==> src/twf_pkg.sv <==
`timescale 1ns / 1ps
// ----------------------------------------------------------------------------
// twf_pkg
// Shared types and constants for the twist-to-wheel-frames encoder.
// ----------------------------------------------------------------------------
package twf_pkg;

    // frame bytes
    localparam logic [7:0] SYNC_BYTE  = 8'hAA;
    localparam logic [7:0] ID_R_WHEEL = 8'h02;
    localparam logic [7:0] ID_L_WHEEL = 8'h01;
    localparam logic       MODE_DRIVE = 1'b1;
    localparam logic       MODE_HALT  = 1'b0;

    // speed code range
    localparam logic [4:0] CODE_SLOW  = 5'd16;
    localparam logic [4:0] CODE_FAST  = 5'd2;
    localparam logic [3:0] OFFSET_MAX = 4'd15;
    localparam logic [4:0] CODE_STOP  = 5'd0;

    // bytes per input: two frames of six
    localparam int unsigned FRAME_LEN = 6;
    localparam int unsigned WORD_CNT  = 2 * FRAME_LEN;

    // configuration register indexes
    localparam int unsigned CFG_IDX_W = 3;
    localparam logic [CFG_IDX_W-1:0] CFG_STOP_THR   = 3'd0;
    localparam logic [CFG_IDX_W-1:0] CFG_LIN_THR    = 3'd1;
    localparam logic [CFG_IDX_W-1:0] CFG_SPIN_GAIN  = 3'd2;
    localparam logic [CFG_IDX_W-1:0] CFG_HALF_TRACK = 3'd3;
    localparam logic [CFG_IDX_W-1:0] CFG_SPEED_SCL  = 3'd4;
    localparam logic [CFG_IDX_W-1:0] CFG_TURN_LIMIT = 3'd5;

    // wheel command handed from the math pipeline to the byte sender
    typedef struct packed {
        logic       mode;
        logic       dir_r;
        logic [4:0] code_r;
        logic       dir_l;
        logic [4:0] code_l;
    } t_wheel_cmd;

endpackage

==> src/twist_to_wheel_frames_core.sv <==
`timescale 1ns / 1ps
// ----------------------------------------------------------------------------
// twist_to_wheel_frames_core
// Differential-drive encoder: velocity command in, right/left motor frames out.
// ----------------------------------------------------------------------------
// Usage:
//   Command channel: drive i_lin_vel / i_ang_vel and pulse start; the word is
//   taken at a clock edge where start is high and busy is low.
//   Config channel: i_cfg_valid with i_cfg_index / i_cfg_data; o_cfg_ready is
//   always high. Write only while no command is in flight.
//   Output: twelve words per command (right frame, then left frame), one per
//   cycle, each marked by o_valid for a single cycle; o_frame_end flags byte
//   six of each frame and o_last the twelfth word.
// Path: an accepted command passes six register stages of math, then the
//   byte sender registers it; the twelve words follow back to back.
// Throughput: set by the one-word-per-cycle byte sender, which takes the next
//   command on its last word. The math pipeline buffers up to six further
//   commands; busy rises when all stages are full and the sender is not ready.
// Reset: synchronous, active low; empties the pipeline and sender and loads
//   the register defaults. The receiver cannot stall the output.
// ----------------------------------------------------------------------------
module twist_to_wheel_frames_core (
    input  logic                             i_clk,
    input  logic                             i_rst_n,
    // command
    input  logic                             start,
    output logic                             busy,
    input  logic signed [15:0]               i_lin_vel,
    input  logic signed [15:0]               i_ang_vel,
    // configuration
    input  logic                             i_cfg_valid,
    output logic                             o_cfg_ready,
    input  logic [twf_pkg::CFG_IDX_W-1:0]    i_cfg_index,
    input  logic [15:0]                      i_cfg_data,
    // frame bytes
    output logic                             o_valid,
    output logic [7:0]                       o_tx_byte,
    output logic                             o_frame_end,
    output logic                             o_last
);

    // ------------------------------------------------------------------
    // helpers
    // ------------------------------------------------------------------
    function automatic logic signed [15:0] sat16(input logic signed [20:0] x);
        if (x > 21'sd32767) begin
            return 16'sh7FFF;
        end else if (x < -21'sd32768) begin
            return 16'sh8000;
        end
        return x[15:0];
    endfunction

    function automatic logic [15:0] abs16(input logic signed [15:0] x);
        return x[15] ? 16'(-x) : 16'(x);
    endfunction

    // speed code from the rounded magnitude product
    function automatic logic [4:0] speed_code(input logic [31:0] prod);
        logic [32:0] sum;
        logic [12:0] off;
        logic [3:0]  off_cap;
        logic [4:0]  code;
        sum     = {1'b0, prod} + 33'h0_0008_0000;
        off     = sum[32:20];
        off_cap = (off > 13'(twf_pkg::OFFSET_MAX)) ? twf_pkg::OFFSET_MAX : off[3:0];
        code    = twf_pkg::CODE_SLOW - {1'b0, off_cap};
        if (code < twf_pkg::CODE_FAST) begin
            code = twf_pkg::CODE_FAST;
        end
        return code;
    endfunction

    // ------------------------------------------------------------------
    // configuration registers
    // ------------------------------------------------------------------
    logic [14:0] r_stop_thr;
    logic [14:0] r_lin_thr;
    logic [14:0] r_spin_gain;
    logic [14:0] r_half_track;
    logic [15:0] r_speed_scl;
    logic [4:0]  r_turn_limit;
    logic        cfg_wr;

    assign o_cfg_ready = 1'b1;
    assign cfg_wr      = i_cfg_valid && o_cfg_ready;

    always_ff @(posedge i_clk) begin
        if (!i_rst_n) begin
            r_stop_thr   <= 15'd41;
            r_lin_thr    <= 15'd205;
            r_spin_gain  <= 15'd12288;
            r_half_track <= 15'd344;
            r_speed_scl  <= 16'd6400;
            r_turn_limit <= 5'd6;
        end else if (cfg_wr) begin
            case (i_cfg_index)
                twf_pkg::CFG_STOP_THR:   r_stop_thr   <= i_cfg_data[14:0];
                twf_pkg::CFG_LIN_THR:    r_lin_thr    <= i_cfg_data[14:0];
                twf_pkg::CFG_SPIN_GAIN:  r_spin_gain  <= i_cfg_data[14:0];
                twf_pkg::CFG_HALF_TRACK: r_half_track <= i_cfg_data[14:0];
                twf_pkg::CFG_SPEED_SCL:  r_speed_scl  <= i_cfg_data;
                twf_pkg::CFG_TURN_LIMIT: r_turn_limit <= i_cfg_data[4:0];
                default: ;
            endcase
        end
    end

    // ------------------------------------------------------------------
    // stall chain: a stage loads when it is empty or moves on
    // ------------------------------------------------------------------
    logic r_a_vld, r_b_vld, r_c_vld, r_d_vld, r_e_vld, r_f_vld;
    logic rdy_a, rdy_b, rdy_c, rdy_d, rdy_e, rdy_f;
    logic tx_ready;
    logic in_acc;

    assign rdy_f  = !r_f_vld || tx_ready;
    assign rdy_e  = !r_e_vld || rdy_f;
    assign rdy_d  = !r_d_vld || rdy_e;
    assign rdy_c  = !r_c_vld || rdy_d;
    assign rdy_b  = !r_b_vld || rdy_c;
    assign rdy_a  = !r_a_vld || rdy_b;
    assign busy   = !rdy_a;
    assign in_acc = start && !busy;

    always_ff @(posedge i_clk) begin
        if (!i_rst_n) begin
            r_a_vld <= 1'b0;
            r_b_vld <= 1'b0;
            r_c_vld <= 1'b0;
            r_d_vld <= 1'b0;
            r_e_vld <= 1'b0;
            r_f_vld <= 1'b0;
        end else begin
            if (rdy_a) r_a_vld <= in_acc;
            if (rdy_b) r_b_vld <= r_a_vld;
            if (rdy_c) r_c_vld <= r_b_vld;
            if (rdy_d) r_d_vld <= r_c_vld;
            if (rdy_e) r_e_vld <= r_d_vld;
            if (rdy_f) r_f_vld <= r_e_vld;
        end
    end

    // ------------------------------------------------------------------
    // stage A: capture, stop and turn-in-place decisions
    // ------------------------------------------------------------------
    logic signed [15:0] r_a_v, r_a_w;
    logic               r_a_stop, r_a_inpl;
    logic [15:0]        in_av, in_aw;

    assign in_av = abs16(i_lin_vel);
    assign in_aw = abs16(i_ang_vel);

    always_ff @(posedge i_clk) begin
        if (in_acc) begin
            r_a_v    <= i_lin_vel;
            r_a_w    <= i_ang_vel;
            r_a_stop <= (in_av < {1'b0, r_stop_thr}) && (in_aw < {1'b0, r_stop_thr});
            r_a_inpl <= (in_av < {1'b0, r_lin_thr}) && (in_aw >= {1'b0, r_stop_thr});
        end
    end

    // ------------------------------------------------------------------
    // stage B: w * spin gain
    // ------------------------------------------------------------------
    logic signed [30:0] r_b_p;
    logic signed [15:0] r_b_v, r_b_w;
    logic               r_b_stop, r_b_inpl;
    logic signed [15:0] gain_s;
    logic signed [31:0] gain_prod;

    assign gain_s    = $signed({1'b0, r_spin_gain});
    assign gain_prod = r_a_w * gain_s;

    always_ff @(posedge i_clk) begin
        if (rdy_b) begin
            r_b_p    <= gain_prod[30:0];
            r_b_v    <= r_a_v;
            r_b_w    <= r_a_w;
            r_b_stop <= r_a_stop;
            r_b_inpl <= r_a_inpl;
        end
    end

    // ------------------------------------------------------------------
    // stage C: for turn-in-place, round and saturate the boosted turn rate
    // ------------------------------------------------------------------
    logic signed [15:0] r_c_v, r_c_w;
    logic               r_c_stop, r_c_inpl;
    logic signed [31:0] gain_rnd;
    logic signed [19:0] gain_q;

    assign gain_rnd = {r_b_p[30], r_b_p} + 32'sd2048;
    assign gain_q   = gain_rnd[31:12];

    always_ff @(posedge i_clk) begin
        if (rdy_c) begin
            r_c_w    <= r_b_inpl ? sat16({gain_q[19], gain_q}) : r_b_w;
            r_c_v    <= r_b_v;
            r_c_stop <= r_b_stop;
            r_c_inpl <= r_b_inpl;
        end
    end

    // ------------------------------------------------------------------
    // stage D: w * half_track
    // ------------------------------------------------------------------
    logic signed [30:0] r_d_p;
    logic signed [15:0] r_d_v;
    logic               r_d_stop, r_d_inpl;
    logic signed [15:0] track_s;
    logic signed [31:0] track_prod;

    assign track_s    = $signed({1'b0, r_half_track});
    assign track_prod = r_c_w * track_s;

    always_ff @(posedge i_clk) begin
        if (rdy_d) begin
            r_d_p    <= track_prod[30:0];
            r_d_v    <= r_c_v;
            r_d_stop <= r_c_stop;
            r_d_inpl <= r_c_inpl;
        end
    end

    // ------------------------------------------------------------------
    // stage E: wheel speeds v +/- t, saturated
    // ------------------------------------------------------------------
    logic signed [15:0] r_e_vr, r_e_vl;
    logic               r_e_stop, r_e_inpl;
    logic signed [31:0] track_rnd;
    logic signed [19:0] t_q;
    logic signed [20:0] sum_r, sum_l;

    assign track_rnd = {r_d_p[30], r_d_p} + 32'sd2048;
    assign t_q       = track_rnd[31:12];
    assign sum_r     = 21'(r_d_v) + 21'(t_q);
    assign sum_l     = 21'(r_d_v) - 21'(t_q);

    always_ff @(posedge i_clk) begin
        if (rdy_e) begin
            r_e_vr   <= sat16(sum_r);
            r_e_vl   <= sat16(sum_l);
            r_e_stop <= r_d_stop;
            r_e_inpl <= r_d_inpl;
        end
    end

    // ------------------------------------------------------------------
    // stage F: |speed| * speed_scale for both wheels
    // ------------------------------------------------------------------
    logic [31:0] r_f_pr, r_f_pl;
    logic        r_f_neg_r, r_f_neg_l;
    logic        r_f_stop, r_f_inpl;

    always_ff @(posedge i_clk) begin
        if (rdy_f) begin
            r_f_pr    <= abs16(r_e_vr) * r_speed_scl;
            r_f_pl    <= abs16(r_e_vl) * r_speed_scl;
            r_f_neg_r <= r_e_vr[15];
            r_f_neg_l <= r_e_vl[15];
            r_f_stop  <= r_e_stop;
            r_f_inpl  <= r_e_inpl;
        end
    end

    // ------------------------------------------------------------------
    // codes and frame fields, handed to the byte sender
    // ------------------------------------------------------------------
    twf_pkg::t_wheel_cmd cmd;
    logic [4:0]          code_r, code_l;

    assign code_r = speed_code(r_f_pr);
    assign code_l = speed_code(r_f_pl);

    always_comb begin
        if (r_f_stop) begin
            cmd.mode   = twf_pkg::MODE_HALT;
            cmd.dir_r  = 1'b0;
            cmd.code_r = twf_pkg::CODE_STOP;
            cmd.dir_l  = 1'b1;
            cmd.code_l = twf_pkg::CODE_STOP;
        end else begin
            cmd.mode   = twf_pkg::MODE_DRIVE;
            cmd.dir_r  = r_f_neg_r;
            cmd.dir_l  = !r_f_neg_l;
            cmd.code_r = (r_f_inpl && (code_r > r_turn_limit)) ? r_turn_limit : code_r;
            cmd.code_l = (r_f_inpl && (code_l > r_turn_limit)) ? r_turn_limit : code_l;
        end
    end

    twf_frame_tx u_tx (
        .i_clk       (i_clk),
        .i_rst_n     (i_rst_n),
        .i_cmd_valid (r_f_vld),
        .i_cmd       (cmd),
        .o_cmd_ready (tx_ready),
        .o_valid     (o_valid),
        .o_tx_byte   (o_tx_byte),
        .o_frame_end (o_frame_end),
        .o_last      (o_last)
    );

endmodule

==> src/twf_frame_tx.sv <==
`timescale 1ns / 1ps
// ----------------------------------------------------------------------------
// twf_frame_tx
// Byte sender: turns one wheel command into two 6-byte motor frames, one
// word per cycle, and takes the next command on its final byte.
// ----------------------------------------------------------------------------
module twf_frame_tx (
    input  logic                i_clk,
    input  logic                i_rst_n,
    input  logic                i_cmd_valid,
    input  twf_pkg::t_wheel_cmd i_cmd,
    output logic                o_cmd_ready,
    output logic                o_valid,
    output logic [7:0]          o_tx_byte,
    output logic                o_frame_end,
    output logic                o_last
);

    localparam int unsigned CNT_W = $clog2(twf_pkg::WORD_CNT);
    localparam logic [CNT_W-1:0] CNT_LAST  = CNT_W'(twf_pkg::WORD_CNT - 1);
    localparam logic [CNT_W-1:0] CNT_SPLIT = CNT_W'(twf_pkg::FRAME_LEN);

    // byte positions inside a frame
    localparam logic [2:0] POS_SYNC = 3'd0;
    localparam logic [2:0] POS_ID   = 3'd1;
    localparam logic [2:0] POS_MODE = 3'd2;
    localparam logic [2:0] POS_DIR  = 3'd3;
    localparam logic [2:0] POS_PAD  = 3'd4;
    localparam logic [2:0] POS_CODE = 3'd5;

    logic                r_act;
    logic [CNT_W-1:0]    r_cnt;
    twf_pkg::t_wheel_cmd r_cmd;

    logic             take;
    logic             is_right;
    logic [CNT_W-1:0] pos_full;
    logic [2:0]       pos;

    assign o_cmd_ready = !r_act || (r_cnt == CNT_LAST);
    assign take        = i_cmd_valid && o_cmd_ready;

    // word counter
    always_ff @(posedge i_clk) begin
        if (!i_rst_n) begin
            r_act <= 1'b0;
            r_cnt <= '0;
        end else if (take) begin
            r_act <= 1'b1;
            r_cnt <= '0;
        end else if (r_act) begin
            if (r_cnt == CNT_LAST) begin
                r_act <= 1'b0;
            end else begin
                r_cnt <= r_cnt + 1'b1;
            end
        end
    end

    always_ff @(posedge i_clk) begin
        if (take) begin
            r_cmd <= i_cmd;
        end
    end

    // byte select
    assign is_right = (r_cnt < CNT_SPLIT);
    assign pos_full = is_right ? r_cnt : (r_cnt - CNT_SPLIT);
    assign pos      = pos_full[2:0];

    always_comb begin
        case (pos)
            POS_SYNC: o_tx_byte = twf_pkg::SYNC_BYTE;
            POS_ID:   o_tx_byte = is_right ? twf_pkg::ID_R_WHEEL : twf_pkg::ID_L_WHEEL;
            POS_MODE: o_tx_byte = {7'd0, r_cmd.mode};
            POS_DIR:  o_tx_byte = {7'd0, is_right ? r_cmd.dir_r : r_cmd.dir_l};
            POS_PAD:  o_tx_byte = 8'd0;
            POS_CODE: o_tx_byte = {3'd0, is_right ? r_cmd.code_r : r_cmd.code_l};
            default:  o_tx_byte = 8'd0;
        endcase
    end

    assign o_valid     = r_act;
    assign o_frame_end = r_act && (pos == POS_CODE);
    assign o_last      = r_act && (r_cnt == CNT_LAST);

endmodule

==> config.mk <==
export PLATFORM = sky130hd
export DESIGN_NAME = twist_to_wheel_frames_core
export DESIGN_NICKNAME = d
export VERILOG_FILES = /design/src/twf_pkg.sv /design/src/twist_to_wheel_frames_core.sv /design/src/twf_frame_tx.sv
export SDC_FILE = /design/constraint.sdc
export NUM_CORES = 2
export LEC_CHECK = 0
export BUFFER_PORTS_ARGS = -buffer_cell sky130_fd_sc_hd__buf_4
export CAP_MARGIN = 0
export CORE_MARGIN = 2
export CORE_UTILIZATION = 40
export DETAILED_ROUTE_END_ITERATION = 10
export PLACE_DENSITY_LB_ADDON = 0.08
export SLEW_MARGIN = 20
export SYNTH_ARGS = -nofsm -noshare
export SYNTH_HDL_FRONTEND = slang
export SYNTH_HIERARCHICAL = 1
export SYNTH_SLANG_ARGS = --single-unit
==> constraint.sdc <==
create_clock -name i_clk -period 11 [get_ports i_clk]
set_clock_uncertainty 0.2 [all_clocks]
set_input_delay 1.1 -clock i_clk [delete_from_list [all_inputs] [get_ports i_clk]]
set_output_delay 1.1 -clock i_clk [all_outputs]
set_load 0.1 [all_outputs]
After elaboration in Yosys (flattened, before gate mapping)
Index checks and enable logic that the tools add are counted.
{"block": "classes", "n_addsub": 14, "muxes": 38, "n_reduce_logical": 34, "n_lt_le_gt_ge": 17, "multipliers": 4, "shift": 0, "bitwise_logic": 2, "n_eq_ne": 10, "div_mod_pow": 0}
{"op": "$mux W16", "n": 14}
{"op": "$add A32 B20 Y33 const B", "n": 2}
{"op": "$add A31 B13 Y32 const B", "n": 2}
{"op": "$mul A16 B16 Y32", "n": 2}
{"op": "$neg A16 Y16", "n": 4}
{"op": "$mul A16 B16 Y31", "n": 2}
{"op": "$lt A16 B15 Y1", "n": 3}
{"op": "$gt A21 B16 Y1 const B", "n": 2}
{"op": "$lt A21 B16 Y1 const B", "n": 2}
{"op": "$pmux W8 S5", "n": 1}
{"op": "$gt A13 B4 Y1 const B", "n": 2}
{"op": "$mux W5", "n": 5}
{"op": "$add A16 B20 Y21", "n": 1}
{"op": "$sub A16 B20 Y21", "n": 1}
{"op": "$gt A20 B16 Y1 const B", "n": 1}
{"op": "$lt A20 B16 Y1 const B", "n": 1}
{"op": "$ge A16 B15 Y1", "n": 1}
{"op": "$reduce_and A2 Y1", "n": 7}
{"op": "$mux W1", "n": 13}
{"op": "$mux W13", "n": 1}
{"op": "$eq A3 B2 Y1 const B", "n": 4}
{"op": "$gt A5 B5 Y1", "n": 2}
{"op": "$lt A5 B2 Y1 const B", "n": 2}
{"op": "$sub A5 B4 Y5 const A", "n": 2}
{"op": "other kinds (15)", "n": 42}
{"block": "totals", "rom_bits": 0, "output_inout_bits": 13, "mem_bits_rw": 0, "latchBits": 0, "n_memories": 0, "reg_bits": 389, "word_cells": 165, "input_bits": 55}

Logic depth before layout (Yosys ltp)
{"block": "logic_depth", "word_depth": 10, "mapped_depth": 30, "mapped_depth_nobuf": 29}

Modules after synthesis
Netlist, hierarchy kept.
{"mod": "twist_to_wheel_frames_core", "seq_area_each_um2": 8468.1, "area_each_um2": 49646.4, "cells_per_inst": 5262, "n_inst": 1}
{"mod": "twf_frame_tx", "seq_area_each_um2": 490.5, "area_each_um2": 920.9, "cells_per_inst": 81, "n_inst": 1}

Worst setup path before layout
OpenSTA, ideal clock, no wires.
{"block": "synth_path", "path_type": "register to register", "from": "register r_e_vr[0]", "to": "register r_f_pr[31] (data pin)", "path_stages_with_launch": 27, "setup_slack_ps": 2975, "required_time_ps": 10540, "setup_time_ps": 260, "arrival_ps": 7565, "path_buffers": 1, "period_less_slack_ps": 8025, "path_cell_list": "edfxtp_1 > or3_1 > or3b_2 > or4_4 > o41ai_1 > xnor2_1 > buf_2 > nand2_1 > fa_1 > fa_1 > fa_1 > inv_1 > fa_1 > fa_1 > inv_1 > fa_1 > inv_1 > ha_1 > a21oi_1 > o21ai_0 > o311a_1 > o21ai_0 > a21o_1 > a211oi_1 > or3_1 > a21oi_1 > xnor2_1"}
{"block": "synth_via", "elab_chain_cells": 3}
{"element": "from (decl)", "line_no": "twist_to_wheel_frames_core.sv:229", "rtl": "logic signed [15:0] r_e_vr, r_e_vl;"}
{"element": "from (signal assigned)", "line_no": "twist_to_wheel_frames_core.sv:242", "rtl": "r_e_vr <= sat16(sum_r);"}
{"element": "$neg A16 Y16", "line_no": "twist_to_wheel_frames_core.sv:55", "rtl": "return x[15] ? 16'(-x) : 16'(x);"}
{"element": "$mux W16 *", "line_no": "twist_to_wheel_frames_core.sv:55"}
{"element": "$mul A16 B16 Y32 *", "line_no": "twist_to_wheel_frames_core.sv:258", "rtl": "r_f_pr <= abs16(r_e_vr) * r_speed_scl;"}
{"element": "to (signal assigned)", "line_no": "twist_to_wheel_frames_core.sv:258"}
{"element": "to (decl)", "line_no": "twist_to_wheel_frames_core.sv:252", "rtl": "logic [31:0] r_f_pr, r_f_pl;"}
Mark *: on every way between the ends. The rest lies on a longest branch, timed or not.
A chain may end at the register's enable or synchronous reset.

Worst setup path in the final report
Ends and elaborated chain as after synthesis.

==> results.yml <==
clock_tree:
  cts_root_buf: "clkbuf_16"
  clock_sinks: 329
  path_clk_slew_ps: 70
  clk_latency_ps: 600
  ctsHtreeMaxLevel: 2
  clockBufferDepth: 3
  post-cts-setup-buffer-count: 0
  tritoncts: "yes"
  cts_hold_buf: 0
  cts_resized: 0
  cts_buffers: 43
die:
  ios: 68
  die_width_microns: 360
  core_sq_um: 126000
  rows: 130
  die-area_sq_um: 129000
  dieHeight_microns: 360
  start_util_pct: 40.3
cells_and_area:
  final_nets: 6686
  mostFrequentLayoutCells: "inv_1, fa_1, nand2_1, and2_1, ha_1"
  area_growth_pct: 7.49
  layout.cells.non_filler: 6992
  final_common_cell: "inv_1"
  drive_gt1_share_pct: 4.52
sta:
  rsz0062_at_grt: "no"
  finalSetupViolCount: 0
  slew_headroom_pct: 31.3
  finalCritPeriodShare_pct: 82.4
  fmax_mhz: 110
  period_needed_ps: 9060
  worst_hold_slack_ps: 212
  tns_ps: 0
  maxSlewViolCount: 0
  finalHoldViolCount: 0
  worst_pin_slew_ps: 1030
grt:
  antenna_found_initial: 14
  track_usage_pct: 21.8
  grt_max_degree: 93
  grt_overflow: 0
  grt_pass1_vias: 37800
  grt_first_pass_wirelength_microns: 220000
worst_setup_path:
  cp.required_ps: 11140
  crit_start: "r_e_vr[0]"
  cp.buffers_inverters: 4
  crit_type: "reg -> reg"
  critical_path_peak_fanout: 17
  crit_family: "adder cells"
  critPathArrivalTime_ps: 9210
  slowest_delay_ps: 620
  startpoint_type: "flip-flop"
  reg2reg_from: "r_e_vr[0]"
  slowest_stage: "edfxtp_1"
  worstSetupEndpointType: "flip-flop"
  cp_common_cell: "fa_1"
synth:
  ys_seq_elements: 329
  ys.warnings.count: 6
  synth.avg_cell_area_sq_um: 9.46
  syn_area_sq_um: 50600
  syn_nets: 6725
  yosys.cell_types.count: 83
  netlist_instances: 5343
  synth_edf_count: 237
  synthFlopType: "edfxtp_1"
  ys_seq_area_share_pct: 17.7
  async_reset_ff_share_pct: 0
drt:
  drc: 0
  num_vias: 34800
  drt_iter0_drc: 1846
  wl_microns: 136000
  routed_via_density: 4.98
  final_antenna_net_count: 0
  wl_per_cell_microns: 19.4
  first_pass_iters: 6
place:
  gpl.final_weighted_congestion: 0.829
  dp.cells: 6908
  dp.final_hpwl_microns: 106000
  io_buffers: 65
job:
  cap_violations: 0
worst_hold_path:
  hold_class: "reg -> reg"
  hp-start: "r_c_v[3]"
status:
  status: "finished clean"
==> synth_stat cells, types with 14 or more instances <==
library cell,number,share of area (%)
a211oi_1,16,0.24
a21boi_0,65,0.96
a21o_1,60,0.89
a21oi_1,97,0.96
and2_1,461,5.7
and3_1,14,0.17
and4_1,14,0.24
clkbuf_1,199,1.5
dfxtp_1,92,3.6
edfxtp_1,237,14
fa_1,868,34
ha_1,459,11
inv_1,1087,8.1
mux2i_1,19,0.38
nand2_1,753,5.6
nand2b_1,29,0.36
nand3_1,64,0.63
nand4_1,21,0.26
nor2_1,139,1.0
nor2b_1,46,0.57
nor3_1,35,0.35
o211ai_1,16,0.24
o21a_1,48,0.71
o21ai_0,97,0.96
o31ai_1,17,0.25
or3_1,18,0.22
xnor2_1,152,2.6
xor2_1,51,0.88
==> through the flow <==
stage                     cell area, sq um  util (%)  setup slack [ps]
final                                54400      43.3              1940
after global routing                 54300      43.3              1380
after CTS                            54300      43.3              1960
after detailed placement             52800      42.1              1990
after global placement               52800      42.1              2050
after floorplan                      50600         -              2970
==> worst paths after layout <==
check	to	slack, ps	cells after the start
worst min register to register	r_d_v[3]	210	0
worst min-delay path	r_d_v[3]	210	0
worst max register to register	r_f_pr[31]	1940	26
worst max-delay path	r_f_pr[31]	1940	26
==> sequential cells by signal, summed over array words and instances (netlist names), 16 cells and up <==
signal       cells
r_a_v           16
r_d_v           16
r_d_p           20
r_a_w           16
r_speed_scl     16
r_c_w           16
r_e_vr          16
r_e_vl          16
r_b_v           16
r_c_v           16
r_b_p           20
r_b_w           16
==> routing by layer <==
metal	up-vias	track usage (%)	part of all wire (%)
met5	-	0	0.048
li1	16400	-	-
met1	17700	30.9	47
met2	613	36.0	46
met4	10	3.96	1.8
met3	110	2.83	4.6
==> final cells by class <==
| class | instances | area [sq um] |
|---|---|---|
| Fill cell | 12400 | 71200 |
| Multi-Input combinational cell | 3713 | 36800 |
| Sequential cell | 329 | 8960 |
| Inverter | 1087 | 4080 |
| Tap cell | 1650 | 2060 |
| Clock buffer | 61 | 1290 |
| Timing Repair Buffer | 130 | 996 |
| Clock inverter | 17 | 194 |
| Antenna cell | 5 | 12.5 |
==> cells by family after synthesis <==
| family | after synthesis | synth area share (%) |
|---|---|---|
| xor gates and xnor gates | 203 | 3.52 |
| buffers and inverters | 1301 | 9.75 |
| adders and majority gates | 1327 | 45.7 |
| muxes | 19 | 0.376 |
| AOI/OAI and AO/OA | 525 | 7.10 |
| other | 2 | 0.0149 |
| and+or+nand+nor | 1637 | 15.8 |
| DFF | 329 | 17.7 |
Power is left out: the tool's default activity adds up to more than one toggle a clock period on the data nets, which glitch-free logic cannot reach.
